[src/sv/isqrt_pkg.sv]
`timescale 1ns / 1ps
// Shared constants and types for the integer square root block.
package isqrt_pkg;

    // Default width of the signed input value.
    localparam int VALUE_WIDTH_DEF = 32;

    // Width of the root field on the result port.
    localparam int ROOT_OUT_WIDTH = 16;

    // Largest value that the root field can show.
    localparam logic [ROOT_OUT_WIDTH-1:0] ROOT_MAX = '1;

    // Control that travels with each request along the row of cells.
    typedef struct packed {
        logic valid;  // a request occupies this stage
        logic neg;    // the request carried a negative value
    } t_ctl;

endpackage

[src/sv/isqrt_cell.sv]
`timescale 1ns / 1ps
// One stage of the digit-by-digit square root: settles one root bit per request.
module isqrt_cell #(
    parameter int ROOT_BITS = 16
) (
    input  logic                   i_clk,
    input  logic                   i_rst_n,
    input  isqrt_pkg::t_ctl        i_ctl,
    input  logic [2*ROOT_BITS-1:0] i_rad,
    input  logic [ROOT_BITS+1:0]   i_rem,
    input  logic [ROOT_BITS-1:0]   i_root,
    output isqrt_pkg::t_ctl        o_ctl,
    output logic [2*ROOT_BITS-1:0] o_rad,
    output logic [ROOT_BITS+1:0]   o_rem,
    output logic [ROOT_BITS-1:0]   o_root
);

    localparam int WIDE = ROOT_BITS + 4;

    isqrt_pkg::t_ctl        r_ctl;
    logic [2*ROOT_BITS-1:0] r_rad;
    logic [ROOT_BITS+1:0]   r_rem;
    logic [ROOT_BITS-1:0]   r_root;

    logic [2*ROOT_BITS-1:0] n_rad;
    logic [ROOT_BITS+1:0]   n_rem;
    logic [ROOT_BITS-1:0]   n_root;

    logic [WIDE-1:0] wide_rem;
    logic [WIDE-1:0] trial;
    logic [WIDE-1:0] diff;
    logic            fits;

    // Bring down the next two radicand bits and try to append a one to the root.
    always_comb begin
        wide_rem = {i_rem, i_rad[2*ROOT_BITS-1 -: 2]};
        trial    = {2'b00, i_root, 2'b01};
        fits     = (wide_rem >= trial);
        diff     = wide_rem - trial;
        n_rem    = fits ? diff[ROOT_BITS+1:0] : wide_rem[ROOT_BITS+1:0];
        n_root   = {i_root[ROOT_BITS-2:0], fits};
        n_rad    = {i_rad[2*ROOT_BITS-3:0], 2'b00};
    end

    always_ff @(posedge i_clk) begin
        if (!i_rst_n) begin
            r_ctl <= '0;
        end else begin
            r_ctl <= i_ctl;
        end
    end

    always_ff @(posedge i_clk) begin
        r_rad  <= n_rad;
        r_rem  <= n_rem;
        r_root <= n_root;
    end

    assign o_ctl  = r_ctl;
    assign o_rad  = r_rad;
    assign o_rem  = r_rem;
    assign o_root = r_root;

endmodule

[src/sv/integer_square_root.sv]
`timescale 1ns / 1ps
// Top level of the integer square root block: a row of root-bit cells.
//
// Usage: the caller presents a signed value on i_value and raises start. A
// request is taken at every rising clock edge at which start is high and busy
// is low. The block is a row of VALUE_WIDTH/2 identical cells, each of which
// settles one bit of the root by a trial subtraction and hands the partial
// root, remainder and remaining radicand bits to its neighbor. Because every
// cell works on a different request, busy stays low and a new request may be
// given in every cycle.
//
// A request passes through the registers of each cell in turn; o_strobe comes
// straight from the last cell's control register and marks the result on
// o_root and o_negative_error for one cycle. Results leave in request
// order. The receiver cannot stall the block; it takes each result while
// o_strobe is high.
//
// A negative value gives root zero with o_negative_error set. Roots that need
// more than sixteen bits, possible only for widths above 32, saturate at the
// largest sixteen-bit value. Reset empties the row of cells; requests that
// were in flight are dropped and no strobe follows them.
module integer_square_root #(
    parameter int VALUE_WIDTH = isqrt_pkg::VALUE_WIDTH_DEF
) (
    input  logic                                 i_clk,
    input  logic                                 i_rst_n,
    input  logic                                 start,
    output logic                                 busy,
    input  logic signed [VALUE_WIDTH-1:0]        i_value,
    output logic                                 o_strobe,
    output logic [isqrt_pkg::ROOT_OUT_WIDTH-1:0] o_root,
    output logic                                 o_negative_error
);

    // The magnitude of a non-negative value has VALUE_WIDTH-1 bits, so its
    // root has this many bits, one cell per bit.
    localparam int ROOT_BITS = VALUE_WIDTH / 2;
    localparam int OUT_W     = isqrt_pkg::ROOT_OUT_WIDTH;
    localparam int EXT_W     = (ROOT_BITS > OUT_W) ? ROOT_BITS : OUT_W;

    isqrt_pkg::t_ctl        ctl  [ROOT_BITS+1];
    logic [2*ROOT_BITS-1:0] rad  [ROOT_BITS+1];
    logic [ROOT_BITS+1:0]   rem  [ROOT_BITS+1];
    logic [ROOT_BITS-1:0]   root [ROOT_BITS+1];

    logic [EXT_W-1:0] root_ext;
    logic             root_sat;

    // Every cell holds its own request, so the entry is always open.
    assign busy = 1'b0;

    // The first cell starts from an empty remainder and root; the sign bit is
    // split off and only the magnitude bits enter the radicand.
    assign ctl[0]  = '{valid: start, neg: i_value[VALUE_WIDTH-1]};
    assign rad[0]  = (2*ROOT_BITS)'(unsigned'(i_value[VALUE_WIDTH-2:0]));
    assign rem[0]  = '0;
    assign root[0] = '0;

    for (genvar k = 0; k < ROOT_BITS; k++) begin : g_cell
        isqrt_cell #(
            .ROOT_BITS(ROOT_BITS)
        ) u_cell (
            .i_clk  (i_clk),
            .i_rst_n(i_rst_n),
            .i_ctl  (ctl[k]),
            .i_rad  (rad[k]),
            .i_rem  (rem[k]),
            .i_root (root[k]),
            .o_ctl  (ctl[k+1]),
            .o_rad  (rad[k+1]),
            .o_rem  (rem[k+1]),
            .o_root (root[k+1])
        );
    end

    // The last cell's registers are the result; only the saturation and the
    // error override are formed after them.
    always_comb begin
        root_ext = EXT_W'(root[ROOT_BITS]);
        root_sat = (root_ext > EXT_W'(isqrt_pkg::ROOT_MAX));
        if (ctl[ROOT_BITS].neg) begin
            o_root = '0;
        end else if (root_sat) begin
            o_root = isqrt_pkg::ROOT_MAX;
        end else begin
            o_root = root_ext[OUT_W-1:0];
        end
    end

    assign o_strobe         = ctl[ROOT_BITS].valid;
    assign o_negative_error = ctl[ROOT_BITS].neg;

endmodule

[config.mk]
export PLATFORM = sky130hd
export DESIGN_NAME = integer_square_root
export DESIGN_NICKNAME = d
export VERILOG_FILES = /design/src/sv/isqrt_pkg.sv /design/src/sv/isqrt_cell.sv /design/src/sv/integer_square_root.sv
export SDC_FILE = /design/constraint.sdc
export NUM_CORES = 1
export LEC_CHECK = 0
export BUFFER_PORTS_ARGS = -buffer_cell sky130_fd_sc_hd__clkbuf_2
export CAP_MARGIN = 5
export CORE_AREA = 2 2 269 205
export CTS_BUF_LIST = sky130_fd_sc_hd__clkbuf_2 sky130_fd_sc_hd__clkbuf_4 sky130_fd_sc_hd__clkbuf_8
export CTS_CLUSTER_SIZE = 40
export DETAILED_ROUTE_END_ITERATION = 12
export DIE_AREA = 0 0 271 207
export GPL_TIMING_DRIVEN = 0
export MAX_ROUTING_LAYER = met4
export PLACE_DENSITY = 0.59
export SYNTH_ARGS = -nofsm -noshare
export SYNTH_HDL_FRONTEND = slang
export SYNTH_SLANG_ARGS = --single-unit
[constraint.sdc]
create_clock -name i_clk -period 4.9 [get_ports i_clk]
set_input_delay 0.49 -clock i_clk [delete_from_list [all_inputs] [get_ports i_clk]]
set_output_delay 0.49 -clock i_clk [all_outputs]
set_load 0.005 [all_outputs]
==> qor_table.md <==
| Quantity | Reported |
|:---|:---|
| Result of the run | complete, no violations |
| CTS tree | built |
| Wire per inst | 14.9 um |
| Violation count after the first detailed-route iteration | 821 |
| Clock-pin transition on the worst setup and hold timing paths | 0.07 ns |
| Total wirelength of the detailed-routed design | 48.7 mm |
| CP cell instances | inv_1 > ha_1 > clkbuf_1 > nand3_1 > nor3_1 > o31a_1 > nand4b_1 > clkbuf_1 > a21oi_1 |
| Rel. slew slack | 38.8% |
| Relative contribution of combinational cells to total power | 16.9% |
| Antenna cell count | 0 |
| Leak Pwr | 12.9 nW |
| Ports placed on the boundary | 54 |
| Top-area cell type share of the netlist area | 54.9% |
| Length of the first detailed-routing pass in iterations | 7 |
| Start-to-end type of the worst setup path | flip-flop to flip-flop |
| Area occupied by registers | 13100 um^2 |
| Cell Count Post-Placement | 3041 |
| Power after layout | 14.5 mW |
| Post-layout instance count excluding filler cells | 3260 |
| Initial Utilization | 44.5% |
| Fraction of power spent switching nets | 28.1% |
| Slowest library cell on the worst path | clkbuf_1 |
| Sequential share of power | 46.5% |
| Crit path arrival time | 4.08 ns |
| Clock share of power | 36.6% |
| Number of rows created at floorplan | 74 |
| Final Setup Violations | 0 |
| Worst EP required | 5.45 ns |
| DRC violation count after routing | 0 |
| Time the final worst path needs with I/O delays and setup | 3.54 ns |
| Via-to-Cell Ratio | 4.86 |
| Synthesis Warnings | 0 |
| Maximum number of pins on one net before global-route repair | 18 |
| Antenna violations before repair | 0 |
| Antenna Nets Post-Route | 0 |
| Area grow syn2layout | 16.6% |
| Clock root cell | clkbuf_8 |
| Part of the cycle the worst path needs | 72.2% |
| Peak fanout along the critical path | 10 |
| Height of the die | 207 um |
| Post-route clock skew | 0.0261 ns |
| Hold Path Class | flip-flop to flip-flop |
| RSZ-0062 raised after global routing | no |
| Synthesized cell area | 23800 um^2 |
| Worst-skew pair later-pin latency | 0.71 ns |
| Final core utilization | 51.9% |
| Placed cell area | 25000 um^2 |
| Pint | 10.4 mW |
| Layout Cell Area excl Fill | 27800 um^2 |
| Top cells by area, synth | dfxtp_1, ha_1, xor2_1 |
| Fin Setup TNS | 0 ns |
| CP dominant cell by count | clkbuf_1 |
| GRT Overall Usage | 18.0% |
| Gr ovfl total | 0 |
| Seq/Total Area, Yosys | 54.9% |
| RD Place Congestion | 0.857 |
| Post-synth ARST share | 0% |
| Most used flip-flop cell after synthesis | dfxtp_1 |
| Std-Cell Core Area | 53600 um^2 |
| Mean instance size in the synthesized netlist | 10.5 um^2 |
| Count of port buffers added during placement | 52 |
| Die Footprint | 56100 um^2 |
| Post-DP HPWL | 36.2 mm |
| Peak VDD IR | 0.000380 V |
| Tightest Pin Transition | 0.910 ns |
| Number of hold violations in the final report | 0 |
| Buffer levels on the longest clock path | 3 |
| Floorplan die width | 271 um |
| Vias in the first global route | 15494 |
| Max-cap violation count | 0 |
| Via count | 15859 |
| Number of buffers created by CTS | 98 |
| Peak clock frequency supported by timing | 283 MHz |
| Mapped Cells | 2266 |
| Fillcell total | 4793 |
| Critical path capture point type | flip-flop |
| Layout cell share with drive strength beyond 1 | 12.9% |
| Clock H-tree levels | 3 |
| Distinct cells, synth | 82 |
| Switching pwr | 4.07 mW |
| Global-route wire length before repair | 79.7 mm |
| Kind of launch point of the worst setup path | flip-flop |
| Number of max-slew violations in the final report | 0 |
| CTS-repair resized insts | 0 |
| Leading area contributor after synthesis | dfxtp_1 |
| Fin nets | 2640 |
| FF+latch count, synth | 654 |
| Total area of multi-input combinational cells | 9870 um^2 |
| Critical path's largest stage delay | 0.62 ns |
| Total clock sinks | 654 |
| Power per cell area | 520 nW/um^2 |
| Number of enable flip-flop cells after synthesis | 0 |
path summary, 6_finish.rpt:
| path | from | end | slack [ns] | cells past startpoint |
|---|---|---|---|---|
| setup / recovery | g_cell[10].u_cell.o_root[9] | g_cell[11].u_cell.o_rem[8] | 1.36 | 9 |
| hold / removal | g_cell[1].u_cell.o_rad[13] | g_cell[2].u_cell.o_rad[15] | 0.32 | 0 |
| setup reg to reg | g_cell[10].u_cell.o_root[9] | g_cell[11].u_cell.o_rem[8] | 1.36 | 9 |
| hold reg to reg | g_cell[1].u_cell.o_rad[13] | g_cell[2].u_cell.o_rad[15] | 0.32 | 0 |
cells by family (layout without fill, tap and decap cells):
| kind of cell | after synthesis | count (layout) | share of synthesized area [%] |
|---|---|---|---|
| AO/OA/AOI/OAI | 412 | 412 | 11.2 |
| XOR/XNOR | 172 | 172 | 6.32 |
| adder cells (fa/ha/maj) | 152 | 152 | 7.98 |
| buffers and inverters | 226 | 497 | 3.73 |
| flip-flops | 654 | 654 | 54.9 |
| multiplexers | 51 | 51 | 2.45 |
| other | 1 | 2 | 0.0157 |
| AND/OR/NAND/NOR | 598 | 598 | 13.4 |
cell usage after synthesis, drive strengths merged, types with 8 or more instances:
| master | n |
|---|---|
| ha | 152 |
| o21a | 34 |
| nor2b | 36 |
| nor2 | 124 |
| a21o | 26 |
| o21ai | 112 |
| xor2 | 96 |
| or4 | 21 |
| o31ai | 24 |
| inv | 188 |
| nand4 | 15 |
| a21oi | 105 |
| mux2i | 13 |
| or2 | 16 |
| nor4 | 26 |
| and2 | 40 |
| mux2 | 38 |
| clkbuf | 22 |
| nand2 | 113 |
| or3 | 34 |
| xnor2 | 76 |
| nand2b | 25 |
| buf | 15 |
| a211oi | 21 |
| dfxtp | 654 |
| nor4b | 8 |
| nand3 | 41 |
| nor3 | 72 |
sequential cells by signal, indices dropped and copies added, names as in the netlist:
name                  count
g_cell.u_cell.o_rad     240
g_cell.u_cell.o_rem     246
g_cell.u_cell.o_root    136
g_cell.u_cell.o_ctl      32
placed cells by master, fill, tap and decap left out, drive strengths merged, types with 36 or more instances in the layout:
| cell | instances |
|---|---|
| nor2b | 36 |
| nor2 | 124 |
| nor3 | 72 |
| mux2 | 38 |
| dfxtp | 654 |
| clkbuf | 219 |
| xnor2 | 76 |
| xor2 | 96 |
| ha | 152 |
| nand2 | 113 |
| inv | 193 |
| o21ai | 112 |
| nand3 | 41 |
| a21oi | 105 |
| and2 | 40 |
per-layer routing:
layer  part of all wire, %  global-route usage (%)  up-vias
met1                    57                    28.1     7205
met5                     0                       -        -
met4                   2.0                    5.58        0
li1                      -                       -     8210
met3                   5.5                    3.98       81
met2                    36                    22.3      363
power groups by stage:
stage               registers [mW]  clock network (mW)  logic [mW]
floorplan                     6.63                   0        1.88
global placement              6.83                   0        2.35
detailed placement            6.84                   0        2.39
CTS                           6.73                5.46        2.42
global route                  6.82                5.70        2.75
finish                        6.73                5.28        2.44
per-stage QoR:
step / hold WS, ns / setup WS (ns)
final: 0.323 / 1.36
after CTS: 0.322 / 1.47
after detailed placement: 0.312 / 1.51
after global routing: 0.324 / 1.17
after global placement: 0.309 / 1.53
after floorplan: 0.310 / 2.41
final cells by class:
cell class | count | share of cell area (%)
Buffer | 37 | 0.648
Timing Repair Buffer | 86 | 2.16
Tap cell | 722 | 3.25
Inverter | 189 | 2.55
Multi-Input combinational cell | 1387 | 35.5
Sequential cell | 654 | 47.1
Clock buffer | 145 | 6.77
Clock inverter | 40 | 2.02
worst max-delay path, delay by kind of cell (launching register included):
family | cells | cell delay [ns]
buf+inv | 3 | 0.91
fa+ha+maj | 1 | 0.26
flops | 1 | 0.35
simple gates | 3 | 1.35
compound gates | 2 | 0.49
what timing repair did:
action                                  CTS  global route
endpoints found under the setup margin    0             0
hold buffers                             34             0
endpoints found under the hold margin    35             0
setup buffers                             0             0
(Power assumes the default switching activity.)
